<file path="src/hdl/bb3_pkg.sv">
// Shared constants, types and the reciprocal table for the 3x3 RGB box blur.
package bb3_pkg;

  localparam int MAX_WIDTH   = 2048;
  localparam int COL_W       = $clog2(MAX_WIDTH);
  localparam int FILL_W      = COL_W + 1;
  localparam int FW_W        = 12;
  localparam int FH_W        = 13;
  localparam int CH_W        = 8;
  localparam int LANES       = 3;
  localparam int PIX_W       = CH_W * LANES;
  localparam int WIN_N       = 9;
  localparam int SUM_W       = 12;
  localparam int CNT_W       = 4;
  localparam int RECIP_SHIFT = 16;
  localparam int RECIP_W     = 17;
  localparam int CFG_A_W     = 2;
  localparam int CFG_D_W     = 13;

  localparam logic [CFG_A_W-1:0] CFG_FRAME_WIDTH  = CFG_A_W'(0);
  localparam logic [CFG_A_W-1:0] CFG_FRAME_HEIGHT = CFG_A_W'(1);

  localparam logic [FW_W-1:0] WIDTH_RESET  = FW_W'(640);
  localparam logic [FH_W-1:0] HEIGHT_RESET = FH_W'(480);

  typedef struct packed {
    logic sum_en;
    logic mul_en;
  } bb3_lane_ctrl_t;

  // ceil(2^16 / n): exact floor division for sums below 4096 and n up to 9
  function automatic logic [RECIP_W-1:0] recip(input logic [CNT_W-1:0] n);
    logic [RECIP_W-1:0] r;
    case (n)
      4'd2:    r = RECIP_W'(32768);
      4'd3:    r = RECIP_W'(21846);
      4'd4:    r = RECIP_W'(16384);
      4'd5:    r = RECIP_W'(13108);
      4'd6:    r = RECIP_W'(10923);
      4'd7:    r = RECIP_W'(9363);
      4'd8:    r = RECIP_W'(8192);
      4'd9:    r = RECIP_W'(7282);
      default: r = RECIP_W'(65536);
    endcase
    return r;
  endfunction

endpackage

</file>
<file path="src/hdl/bb3_lane.sv">
// One colour lane: masked sum of the 3x3 window, then divide by reciprocal multiply.
module bb3_lane (
  input  logic                          clk,
  input  bb3_pkg::bb3_lane_ctrl_t       ctrl,
  input  logic [bb3_pkg::CH_W-1:0]      chan [bb3_pkg::WIN_N],
  input  logic [bb3_pkg::WIN_N-1:0]     keep,
  input  logic [bb3_pkg::RECIP_W-1:0]   recip_val,
  output logic [bb3_pkg::CH_W-1:0]      mean
);
  import bb3_pkg::*;

  logic [SUM_W-1:0]         sum_nxt;
  logic [SUM_W-1:0]         sum_r;
  logic [SUM_W+RECIP_W-1:0] prod;
  logic [CH_W-1:0]          mean_r;

  always_comb begin
    sum_nxt = '0;
    for (int i = 0; i < WIN_N; i++) begin
      if (keep[i]) begin
        sum_nxt = sum_nxt + SUM_W'(chan[i]);
      end
    end
  end

  assign prod = (SUM_W+RECIP_W)'(sum_r) * (SUM_W+RECIP_W)'(recip_val);

  always_ff @(posedge clk) begin
    if (ctrl.sum_en) begin
      sum_r <= sum_nxt;
    end
    if (ctrl.mul_en) begin
      mean_r <= prod[RECIP_SHIFT +: CH_W];
    end
  end

  assign mean = mean_r;

endmodule

</file>
<file path="config.mk">
export PLATFORM = sky130hd
export DESIGN_NAME = bb3_lane
export DESIGN_NICKNAME = d
export VERILOG_FILES = /design/src/hdl/bb3_pkg.sv /design/src/hdl/bb3_lane.sv
export SDC_FILE = /design/constraint.sdc
export NUM_CORES = 1
export LEC_CHECK = 0
export BUFFER_PORTS_ARGS = -buffer_cell sky130_fd_sc_hd__buf_2
export CAP_MARGIN = 30
export CORE_ASPECT_RATIO = 1.25
export CORE_MARGIN = 2
export CORE_UTILIZATION = 30
export CTS_BUF_LIST = sky130_fd_sc_hd__clkbuf_16
export CTS_CLUSTER_DIAMETER = 100
export DETAILED_ROUTE_END_ITERATION = 8
export PLACE_DENSITY_LB_ADDON = 0.3
export SETUP_SLACK_MARGIN = 0.5
export SLEW_MARGIN = 20
export SYNTH_ARGS = -nofsm -noshare
export SYNTH_HDL_FRONTEND = slang
export SYNTH_SLANG_ARGS = --single-unit
</file>
<file path="constraint.sdc">
create_clock -name clk -period 16.18 [get_ports clk]
set_input_delay 3.236 -clock clk [delete_from_list [all_inputs] [get_ports clk]]
set_output_delay 3.236 -clock clk [all_outputs]
set_load 0.005 [all_outputs]
</file>
==> key figures <==
GRT
  • GRT Total Usage: 0.148
  • Overflow after GRT: 0
  • First-pass GRT wire length: 40200 microns
  • Initial antenna violation count: 0
  • Pin count of the biggest net entering global routing: 18
  • Vias in the first global route: 8230

Floorplanning
  • Row count: 73
  • Die span in x: 166 microns
  • Core area: 32000 sq um
  • Die ar.: 34100 sq um
  • Die height: 206 microns
  • Top Ports: 109
  • Starting density of the core: 0.306

Final layout
  • Commonest non-fill, non-tap cell in the layout: inv_1
  • Most frequent cells in the layout: inv_1, nand2_1, fa_1, buf_2, ha_1
  • Ant. Diodes: 0
  • Layout cells sized above 1: 0.130
  • Fillers: 3404
  • Area growth from synthesis to layout: 9.98%
  • Final net count: 1580

Logic synthesis
  • Sequential share of the synthesized area: 0.0613
  • Adder and majority gate portion of the synthesized area: 0.440
  • FF+latch count, synth: 20
  • Cell area after synthesis: 9790 sq um
  • Distinct cells, synth: 72
  • Syn Inst Count: 1153
  • XOR/XNOR share of the synthesized area: 0.0529
  • Combinational family with the most area after synthesis: adder cells
  • Synth Area per Inst: 8.49 sq um
  • Post-synth EDFFs: 20
  • Syn Nets: 1509
  • Synth Area in Simple Gates: 0.163
  • Mux contribution to synthesized area: 0.0387
  • Ys async rst share: 0
  • Ys flop type: edfxtp_1
  • Compound-Gate Fraction of Synth Area: 0.151
  • Warnings from Yosys: 0

Clocking
  • Worst-path clk slew: 0.06 ns
  • TritonCTS clock tree: yes
  • CTS resizes: 0
  • H-tree levels: 1
  • Clk_lat worst skew: 0.26 ns
  • Clock tree buffer depth: 2
  • Sink Count: 20
  • Hold_buf cts: 0
  • Post-CTS setup buffers: 0
  • Total CTS buffers: 3
  • Root Driver: clkbuf_16

STA
  • FMAX: 0.0826 GHz
  • Slew at the pin closest to its max-slew limit: 0.849 ns
  • Final Setup Violations: 0
  • Final worst slack: 4.07 ns
  • Tcrit/Tclk final: 0.748
  • Fin. Hold Viols: 0
  • Min cycle time layout: 12.11 ns
  • RSZ-0062 raised after global routing: false
  • Slew Viols, Final: 0
  • Rel. slew slack: 0.434
  • Setup_tns: 0 ns
  • Clock Skew: 0.00481 ns

Worst setup path
  • R2R cell count: 18
  • Reg2reg setup slack: 9.96 ns
  • Critical Path Sink Type: flip-flop
  • Critical Path Slowest Stage Cell: fa_1
  • Critical path class: in -> reg
  • Most used cell, CP: ha_1
  • Startpoint Class: input pin
  • R2r startpoint: sum_r[3]
  • Worst Path Required: 16.19 ns
  • Worst EP arrival: 12.12 ns
  • Max FO, Critical Path: 8
  • Worst reg2reg path endpoint: mean[7]
  • CP max stage delay: 0.39 ns

Placement
  • Post-detail-place hpwl: 20400 microns
  • Port Buffers: 108
  • Dpl ws: 3.84 ns
  • Gpl congestion: 0.834

Hold path
  • WHS Endpoint: mean[7]
  • Beginning of the worst hold path: sum_r[11]
  • Worst hold stages: 5
  • Hold Path Class: reg -> reg

Route
  • Detailed-route via count: 7918
  • WL final: 24400 microns
  • Avg WL per Cell: 14.9 microns
  • DRT iter0 DRCs: 265
  • Number of routed nets with antenna violations: 0
  • DR DRC count: 0
  • DR vias/cell: 4.84
  • DR pass1 iterations: 4

Run
  • Max_cap viols: 0

Run status
  • Outcome: completed
-- stage by stage --
stage | area (sq um) | instances | utilization | hold WS, ns
after floorplan | 9790 | 1153 | - | 1.01
after global placement | 10700 | 1631 | 0.334 | 1.43
after detailed placement | 10700 | 1631 | 0.334 | 1.42
after CTS | 10800 | 1635 | 0.337 | 1.45
after global routing | 10800 | 1635 | 0.337 | 1.54
final | 10800 | 1635 | 0.337 | 1.45
-- per-layer routing --
metal / GRT usage / up-vias / wire (microns)
li1: - / 3882 / -
met1: 0.174 / 3868 / 9980
met2: 0.287 / 145 / 13000
met3: 0.0130 / 23 / 946
met4: 0.0351 / 0 / 418
met5: 0 / - / 0
-- worst max-delay path by stage --
stage,from,end,slack [ns],depth (start not counted)
floorplan,chan[64],sum_r[11],4.79,47
global placement,keep[0],sum_r[11],4.10,44
detailed placement,keep[0],sum_r[11],3.84,48
CTS,keep[0],sum_r[11],4.06,48
global route,keep[0],sum_r[11],3.31,47
finish,keep[0],sum_r[11],4.07,48
-- cells in the mapped netlist, types with 5 or more instances --
cell / n / area [sq um]
inv_1: 184 / 691
nand2_1: 173 / 649
fa_1: 149 / 2980
ha_1: 106 / 1330
and2_1: 57 / 357
nor2_1: 53 / 199
a21oi_1: 43 / 215
clkbuf_1: 38 / 143
xnor2_1: 37 / 324
o21ai_0: 31 / 155
o21a_1: 26 / 195
a21o_1: 20 / 150
edfxtp_1: 20 / 601
nor3_1: 19 / 95.1
mux2_2: 15 / 169
o21ai_1: 15 / 75.1
a211oi_1: 12 / 90.1
xor2_1: 12 / 105
nor2b_1: 11 / 68.8
mux2i_1: 9 / 90.1
mux2_4: 8 / 120
nand2b_1: 8 / 50.1
nand3_1: 8 / 40.0
o21bai_1: 8 / 60.1
o31a_1: 6 / 52.6
a31oi_1: 5 / 31.3
o211ai_1: 5 / 37.5
-- worst max-delay path: cells and delay by family --
family	cells	cell delay, ns
AND/OR/NAND/NOR	8	1.10
XOR/XNOR	2	0.26
AO/OA/AOI/OAI	23	3.31
adder cells (fa/ha/maj)	9	2.86
multiplexers	4	1.15
buffers and inverters	2	0.21
-- registers in the layout, summed over array words and instances (netlist names) --
signal / flops
mean: 8
sum_r: 12
-- cell type report --
type,instances,area [sq um],share of cell area
Clock buffer,3,75.1,0.00697
Inverter,188,724,0.0673
Timing Repair Buffer,108,541,0.0502
Sequential cell,20,601,0.0558
Tap cell,412,515,0.0479
Multi-Input combinational cell,903,8280,0.769
Clock inverter,1,30.0,0.00279
-- cell families (layout without fill, tap and decap cells) --
logic type,count (synthesis),count (layout)
adders and majority gates,255,255
muxes,32,32
AOI/OAI and AO/OA,214,214
DFF,20,20
buffers and inverters,230,300
xor gates and xnor gates,54,54
and+or+nand+nor,348,348
Power is not shown: default switching activity piles up to over one toggle a cycle in this logic, so the estimate is an artifact.
