==> config.mk <==
export PLATFORM = sky130hd
export DESIGN_NAME = bb3_ram
export DESIGN_NICKNAME = d
export VERILOG_FILES = /design/src/hdl/bb3_ram.sv
export SDC_FILE = /design/constraint.sdc
export NUM_CORES = 1
export LEC_CHECK = 0
export BUFFER_PORTS_ARGS = -buffer_cell sky130_fd_sc_hd__buf_2
export CORE_ASPECT_RATIO = 0.6
export CORE_UTILIZATION = 41
export DETAILED_ROUTE_END_ITERATION = 8
export HOLD_SLACK_MARGIN = 0.06
export PLACE_DENSITY = 0.66
export SYNTH_ARGS = -nofsm -noshare
export SYNTH_HDL_FRONTEND = slang
export SYNTH_SLANG_ARGS = --single-unit
==> constraint.sdc <==
create_clock -name clk -period 1.9 [get_ports clk]
set_clock_uncertainty 0.05 [all_clocks]
set_input_delay 0.095 -clock clk [delete_from_list [all_inputs] [get_ports clk]]
set_output_delay 0.095 -clock clk [all_outputs]
set_load 0.02 [all_outputs]
==> src/hdl/bb3_ram.sv <==
// Generic single-write, single-read RAM with registered read data.
module bb3_ram #(
  parameter int WIDTH = 8,
  parameter int DEPTH = 16
) (
  input  logic                     clk,
  input  logic                     wr_en,
  input  logic [$clog2(DEPTH)-1:0] wr_addr,
  input  logic [WIDTH-1:0]         wr_data,
  input  logic                     rd_en,
  input  logic [$clog2(DEPTH)-1:0] rd_addr,
  output logic [WIDTH-1:0]         rd_data
);

  logic [WIDTH-1:0] mem [DEPTH];

  always_ff @(posedge clk) begin
    if (wr_en) begin
      mem[wr_addr] <= wr_data;
    end
    if (rd_en) begin
      rd_data <= mem[rd_addr];
    end
  end

endmodule

==> key figures, run 1 <==
STA
  – Final hold vios: 0
  – Slew Limit Fails: 0
  – Unrepaired setup endpoints after global routing: false
  – Fin crit share: 78.5%
  – Setup tns final: 0 ps
  – Final Critical Period: 1490 ps
  – Max Fclk: 670 MHz
  – Finish-stage setup viols: 0
  – PnR worst setup slack: 408 ps
  – Hold_ws: 193 ps
  – Worst Tran Pin Value: 436 ps
  – Slew headroom: 70.9%

Clock network
  – H-tree depth: 4
  – Reg clk slew, reported paths: 60 ps
  – CTS Buffer Depth: 2
  – TritonCTS clock tree: yes
  – Clk sink count: 136
  – Root Driver: clkbuf_16
  – Worst-Skew Late Latency: 410 ps
  – Total CTS buffers: 17

Yosys
  – Main combinational cell family by area after synthesis: multiplexers
  – Post-synth top area share: 78.1%
  – Cell accounting for the most synthesized area: edfxtp_1
  – Mux share of post-synthesis cell area: 14.8%
  – Xor/xnor cell area share of the yosys netlist: 0%
  – Yosys warns: 0
  – Synthesized-area fraction occupied by adder cells: 0%
  – Netlist cell types: 18
  – Synthesized area per cell: 22.8 um2
  – Synth Area in Compound Gates: 2.30%
  – Mapped Area: 0.00523 mm2
  – Yosys reg bits: 136
  – Simple-gate area share of the yosys netlist: 3.14%
  – Seq/Total Area, Yosys: 78.1%
  – Syn_nets: 248
  – Synth top area cells: edfxtp_1, mux4_2, mux4_1, a22oi_1, nor2_1
  – Post-Synthesis Cells: 229

Critical path
  – CP Class: flip-flop to flip-flop
  – CP arrival: 1600 ps
  – CP Max Fanout: 1
  – Worst setup SP type: flip-flop
  – Worst setup EP type: flip-flop
  – Required time of the critical path: 2010 ps

Die
  – Chip Width: 148 um
  – Effective utilization at floorplan: 42.7%
  – Rows: 31
  – Die area: 0.0132 mm2
  – Total core area: 0.0123 mm2
  – I/O pin cnt: 27
  – Die H: 89.5 um

Finish
  – Number of cells in the finished layout apart from fillers: 476
  – Ant diodes: 0
  – Share of layout cells above drive strength 1: 31.2%
  – Reg area: 0.00408 mm2
  – Fin area: 0.00634 mm2
  – Net count, final: 317
  – Multi-input logic area: 0.00106 mm2
  – Synth-to-layout area growth: 21.3%
  – # fillers: 990

Status
  – Status: finished, final reports clean

Placed design
  – RePlAce Congestion: 0.742
  – Post-DP HPWL: 6860 um
  – Placed cell count: 435
  – Port Buf Inserts: 26
  – DP Area: 0.00569 mm2
  – Post-Place Worst Slack: 236 ps

Min path
  – Hold Path Class: input port to flip-flop

Power
  – Leak Pwr: 2.15 nW
  – Peak supply drop: 0.664 mV
  – P per Cell Area: 1080 mW/mm2

Global route
  – Initial antenna violation count: 0
  – Congestion Overflow GR: 0
  – Vias in the first global route: 2638
  – Gr usage total: 18.1%
  – Largest net degree at the start of global routing: 33
  – First-pass GRT wire length: 15900 um

Flow run
  – Number of max-cap violations: 0

Detailed routing
  – Routed Antenna Nets: 0
  – Detailed-route via count: 2493
  – DR WL/cell: 22.0 um
  – # DRC: 0
  – First-pass iteration count of the detailed router: 4
  – Detailed-route wire length: 10500 um
  – Number of vias per cell: 5.24
  – Iter 0 DRT Violations: 239
## per-stage QoR
step	utilization, %	power (mW)
global placement	46.4	3.79
CTS	51.8	6.90
finish	51.8	6.83
global route	51.8	7.05
detailed placement	46.4	3.80
floorplan	-	3.65
## placed cells by master (no fill, tap or decap)
| master | instances |
|---|---|
| and2b_1 | 1 |
| and2_1 | 1 |
| buf_12 | 2 |
| a22oi_1 | 16 |
| mux4_1 | 14 |
| dlygate4sd3_1 | 9 |
| nor3_1 | 4 |
| clkinv_2 | 2 |
| clkinvlp_4 | 3 |
| clkbuf_1 | 1 |
| clkinv_4 | 3 |
| nand2b_1 | 2 |
| nor2_1 | 13 |
| bufinv_16 | 2 |
| nand3b_1 | 2 |
| nor2b_1 | 1 |
| buf_2 | 26 |
| or3b_2 | 1 |
| clkbuf_16 | 17 |
| mux4_2 | 18 |
| buf_4 | 23 |
| clkinv_1 | 4 |
| edfxtp_1 | 136 |
| nand3_1 | 1 |
| nand2_1 | 9 |
## synth_stat cells
cell type        number
clkdlybuf4s25_2       3
nor2_1               13
edfxtp_1            136
nor2b_1               1
buf_6                 3
mux4_1               14
nor3_1                4
buf_2                 3
nand2_1               9
mux4_2               18
buf_4                 1
or3b_2                1
a22oi_1              16
nand2b_1              2
nand3b_1              2
nand3_1               1
and2_1                1
and2b_1               1
## cell families (layout without fill, tap and decap cells)
family                 after synthesis  after routing
multiplexers                        32             32
flip-flops                         136            136
AO/OA/AOI/OAI                       16             16
buffers and inverters               10             92
AND/OR/NAND/NOR                     35             35
## layout make-up
cell class / count / area share, %
multi-input cells: 83 / 16.7
clock inverters: 14 / 2.11
well taps: 165 / 3.25
clock buffers: 18 / 6.77
repair buffers: 60 / 6.82
flip-flops and latches: 136 / 64.4
## flip-flops by register name, indices dropped and copies added (netlist names)
| register | cells |
|---|---|
| mem | 128 |
| rd_data | 8 |
## power by group
part	internal, mW	total (mW)	switching (mW)
logic	0.149	0.345	0.196
registers	3.38	3.40	0.0220
clock network	1.91	3.08	1.17
## routing by layer
metal  share of wire (%)  up-vias  track usage (%)
met5                   0        -                0
met4                0.98        0             8.06
met3                  12       11             6.28
met2                  42      112             25.6
met1                  45     1251             25.5
li1                    -     1119                -
## what timing repair did
item,in CTS,in global routing
hold endpoints to repair,136,0
hold buffers,9,0
setup buffers,0,0
resized for setup,0,0
## worst max-delay path, stage by stage, from the launching register on
cell	delay, ps
edfxtp_1	360
mux4_2	490
a22oi_1	240
nand2_1	90
## final timing paths
kind                             from                   end  slack, ps  cells after the start
hold / removal             wr_addr[0]   mem[0][0]$_DFFE_PP_        190                      3
hold reg to reg   mem[8][1]$_DFFE_PP_  rd_data[1]$_DFFE_PP_        700                      3
setup reg to reg  mem[3][6]$_DFFE_PP_  rd_data[6]$_DFFE_PP_        410                      3
setup / recovery  mem[3][6]$_DFFE_PP_  rd_data[6]$_DFFE_PP_        410                      3
Power figures use the tool's default switching activity.
==> inputs of run 2 (changes only) <==
Clock period 1.9 ns to 1.5 ns, I/O delays scaled along.
==> key figures, run 2 (synthesis gave the netlist of run 1 again) <==
Status
  – Status: finished, final reports clean

Global route
  – Gr usage total: 17.9% (-0.25 points)
  – First-pass GRT wire length: 15900 um (about the same)
  – Vias in the first global route: 2622 (-0.61%)
  – Congestion Overflow GR: 0 (unchanged)
  – Largest net degree at the start of global routing: 19 (-42%)
  – Initial antenna violation count: 0 (unchanged)

Critical path
  – CP Max Fanout: 1 (unchanged)
  – Crit-path cells: mux4_1, a22oi_2, nand2_1
  – Worst path depth: 3 (unchanged)
  – Cells on worst reg2reg path: 3 (unchanged)
  – Reg2reg start: mem[2][3]$_DFFE_PP_
  – Flop2flop setup slack: 40 ps (-370 ps)
  – Worst setup SP type: flip-flop
  – R2R Path End: rd_data[3]$_DFFE_PP_
  – CP startpoint: mem[2][3]$_DFFE_PP_
  – Highest cell delay on the worst timing path: 520 ps (+30 ps)
  – Critical-path top delay cell: mux4_1
  – Worst Setup EP: rd_data[3]$_DFFE_PP_
  – Cell family with most CP delay: multiplexers
  – Worst path bufs/invs: 0 (unchanged)
  – CP arrival: 1570 ps (-30 ps)
  – Worst setup EP type: flip-flop
  – Required time of the critical path: 1610 ps (-400 ps)
  – CP Class: flip-flop to flip-flop

Flow run
  – Number of max-cap violations: 0 (unchanged)

Power
  – P per Cell Area: 1360 mW/mm2 (+27%)
  – Peak supply drop: 0.925 mV (+39%)
  – Leak Pwr: 2.15 nW (-0.13%)
  – Total power: 8.69 mW (+27%)

Detailed routing
  – # DRC: 0 (unchanged)
  – First-pass iteration count of the detailed router: 4 (unchanged)
  – Routed Antenna Nets: 0 (unchanged)
  – Detailed-route via count: 2580 (+3.5%)
  – Number of vias per cell: 5.42 (+3.5%)
  – Iter 0 DRT Violations: 207 (-13%)
  – DR WL/cell: 22.4 um (+1.7%)
  – Detailed-route wire length: 10600 um (+1.7%)

Die
  – Effective utilization at floorplan: 42.7% (unchanged)
  – Die area: 0.0132 mm2 (unchanged)
  – I/O pin cnt: 27 (unchanged)
  – Chip Width: 148 um (unchanged)
  – Die H: 89.5 um (unchanged)
  – Rows: 31 (unchanged)
  – Total core area: 0.0123 mm2 (unchanged)

Finish
  – # fillers: 1004 (+1.4%)
  – Synth-to-layout area growth: 21.9%
  – Share of layout cells above drive strength 1: 35.0% (+3.9 points)
  – Ant diodes: 0 (unchanged)
  – Largest reg by FF count: mem
  – Commonest non-fill, non-tap cells in the layout: edfxtp_1, buf_2, mux4_2, buf_4, clkbuf_16
  – Top flop regs: mem: 128 flops, rd_data: 8 flops
  – Net count, final: 317 (unchanged)
  – Leading cell type in the layout, fill and taps excluded: edfxtp_1
  – Max reg flops: 128 (unchanged)

Clock network
  – Post-CTS Setup Repair Bufs: 0 (unchanged)
  – Clk sink count: 136 (unchanged)
  – CTS Buffer Depth: 2 (unchanged)
  – H-tree depth: 4 (unchanged)
  – Reg clk slew, reported paths: 60 ps (about the same)
  – Total CTS buffers: 17 (unchanged)
  – Root Driver: clkbuf_16
  – Worst-Skew Late Latency: 410 ps (about the same)
  – TritonCTS clock tree: yes

Min path
  – HP Start: wr_addr[0]
  – Hold Path Class: input port to flip-flop

STA
  – Final Critical Period: 1460 ps (-28.7 ps)
  – Finish-stage setup viols: 0 (unchanged)
  – PnR worst setup slack: 36.9 ps (-371 ps)
  – Slew Limit Fails: 0 (unchanged)
  – Worst Tran Pin Value: 826 ps (+390 ps)
  – Fin crit share: 97.5% (+19 points)
  – Final hold vios: 0 (unchanged)
  – Max Fclk: 683 MHz (+2.0%)
  – Slew headroom: 44.8% (-26 points)

Placed design
  – Port Buf Inserts: 26 (unchanged)
  – Post-Place Worst Slack: -127 ps (-363 ps)
  – Post-DP HPWL: 7010 um (+2.3%)
  – RePlAce Congestion: 0.760 (+2.5%)
-- run 2: metal layers --
layer	vias to the layer above	share of wire [%]	track usage [%]
met3	16	8.8	3.93
met4	0	1.4	7.59
met2	112	43	25.6
li1	1116	-	-
met5	-	0	0
met1	1336	47	26.6
-- run 2: worst min-delay path by stage --
stage,endpoint,slack (ps),cells after the start
after global placement,rd_data[2]$_DFFE_PP_,410,1
final,mem[0][6]$_DFFE_PP_,200,3
after CTS,mem[0][5]$_DFFE_PP_,180,3
after floorplan,mem[0][0]$_DFFE_PP_,120,0
after global routing,mem[0][5]$_DFFE_PP_,190,3
after detailed placement,rd_data[2]$_DFFE_PP_,410,1
-- run 2: where the power goes --
part	switching [mW]	internal [mW]	total (mW)
combinational	0.256	0.198	0.454
clock	1.50	2.42	3.93
sequential	0.0281	4.28	4.31
-- run 2: repair_timing --
| item | in CTS | in global routing |
|---|---|---|
| gates resized for setup | 0 | 10 |
| hold endpoints to repair | 136 | 0 |
| hold buffers | 9 | 0 |
| setup endpoints to repair | 0 | 5 |
-- run 2: through the flow --
| stage | hold WS (ps) | area, um2 | cells | TNS, ps | util [%] |
|---|---|---|---|---|---|
| 2_1_floorplan | 124 | 5230 | 229 | 0 | - |
| 3_3_place_gp | 411 | 5710 | 435 | -557 | 46.6 |
| 3_5_place_dp | 411 | 5710 | 435 | -677 | 46.6 |
| 4_1_cts | 178 | 6360 | 476 | 0 | 51.9 |
| 5_1_grt | 190 | 6370 | 476 | -3.68 | 52.0 |
| 6_report | 196 | 6370 | 476 | 0 | 52.0 |
-- run 2: area by class of cell --
class,count,area [um2],area share (%)
Clock buffer,18,429,6.73
Clock inverter,14,133,2.08
Multi-Input combinational cell,83,1080,16.9
Sequential cell,136,4080,64.1
Tap cell,165,206,3.24
Timing Repair Buffer,60,445,6.99
-- run 2: worst min-delay path, cell delays in order --
cell	delay [ps]
buf_2	160
nor3_2	60
buf_4	170
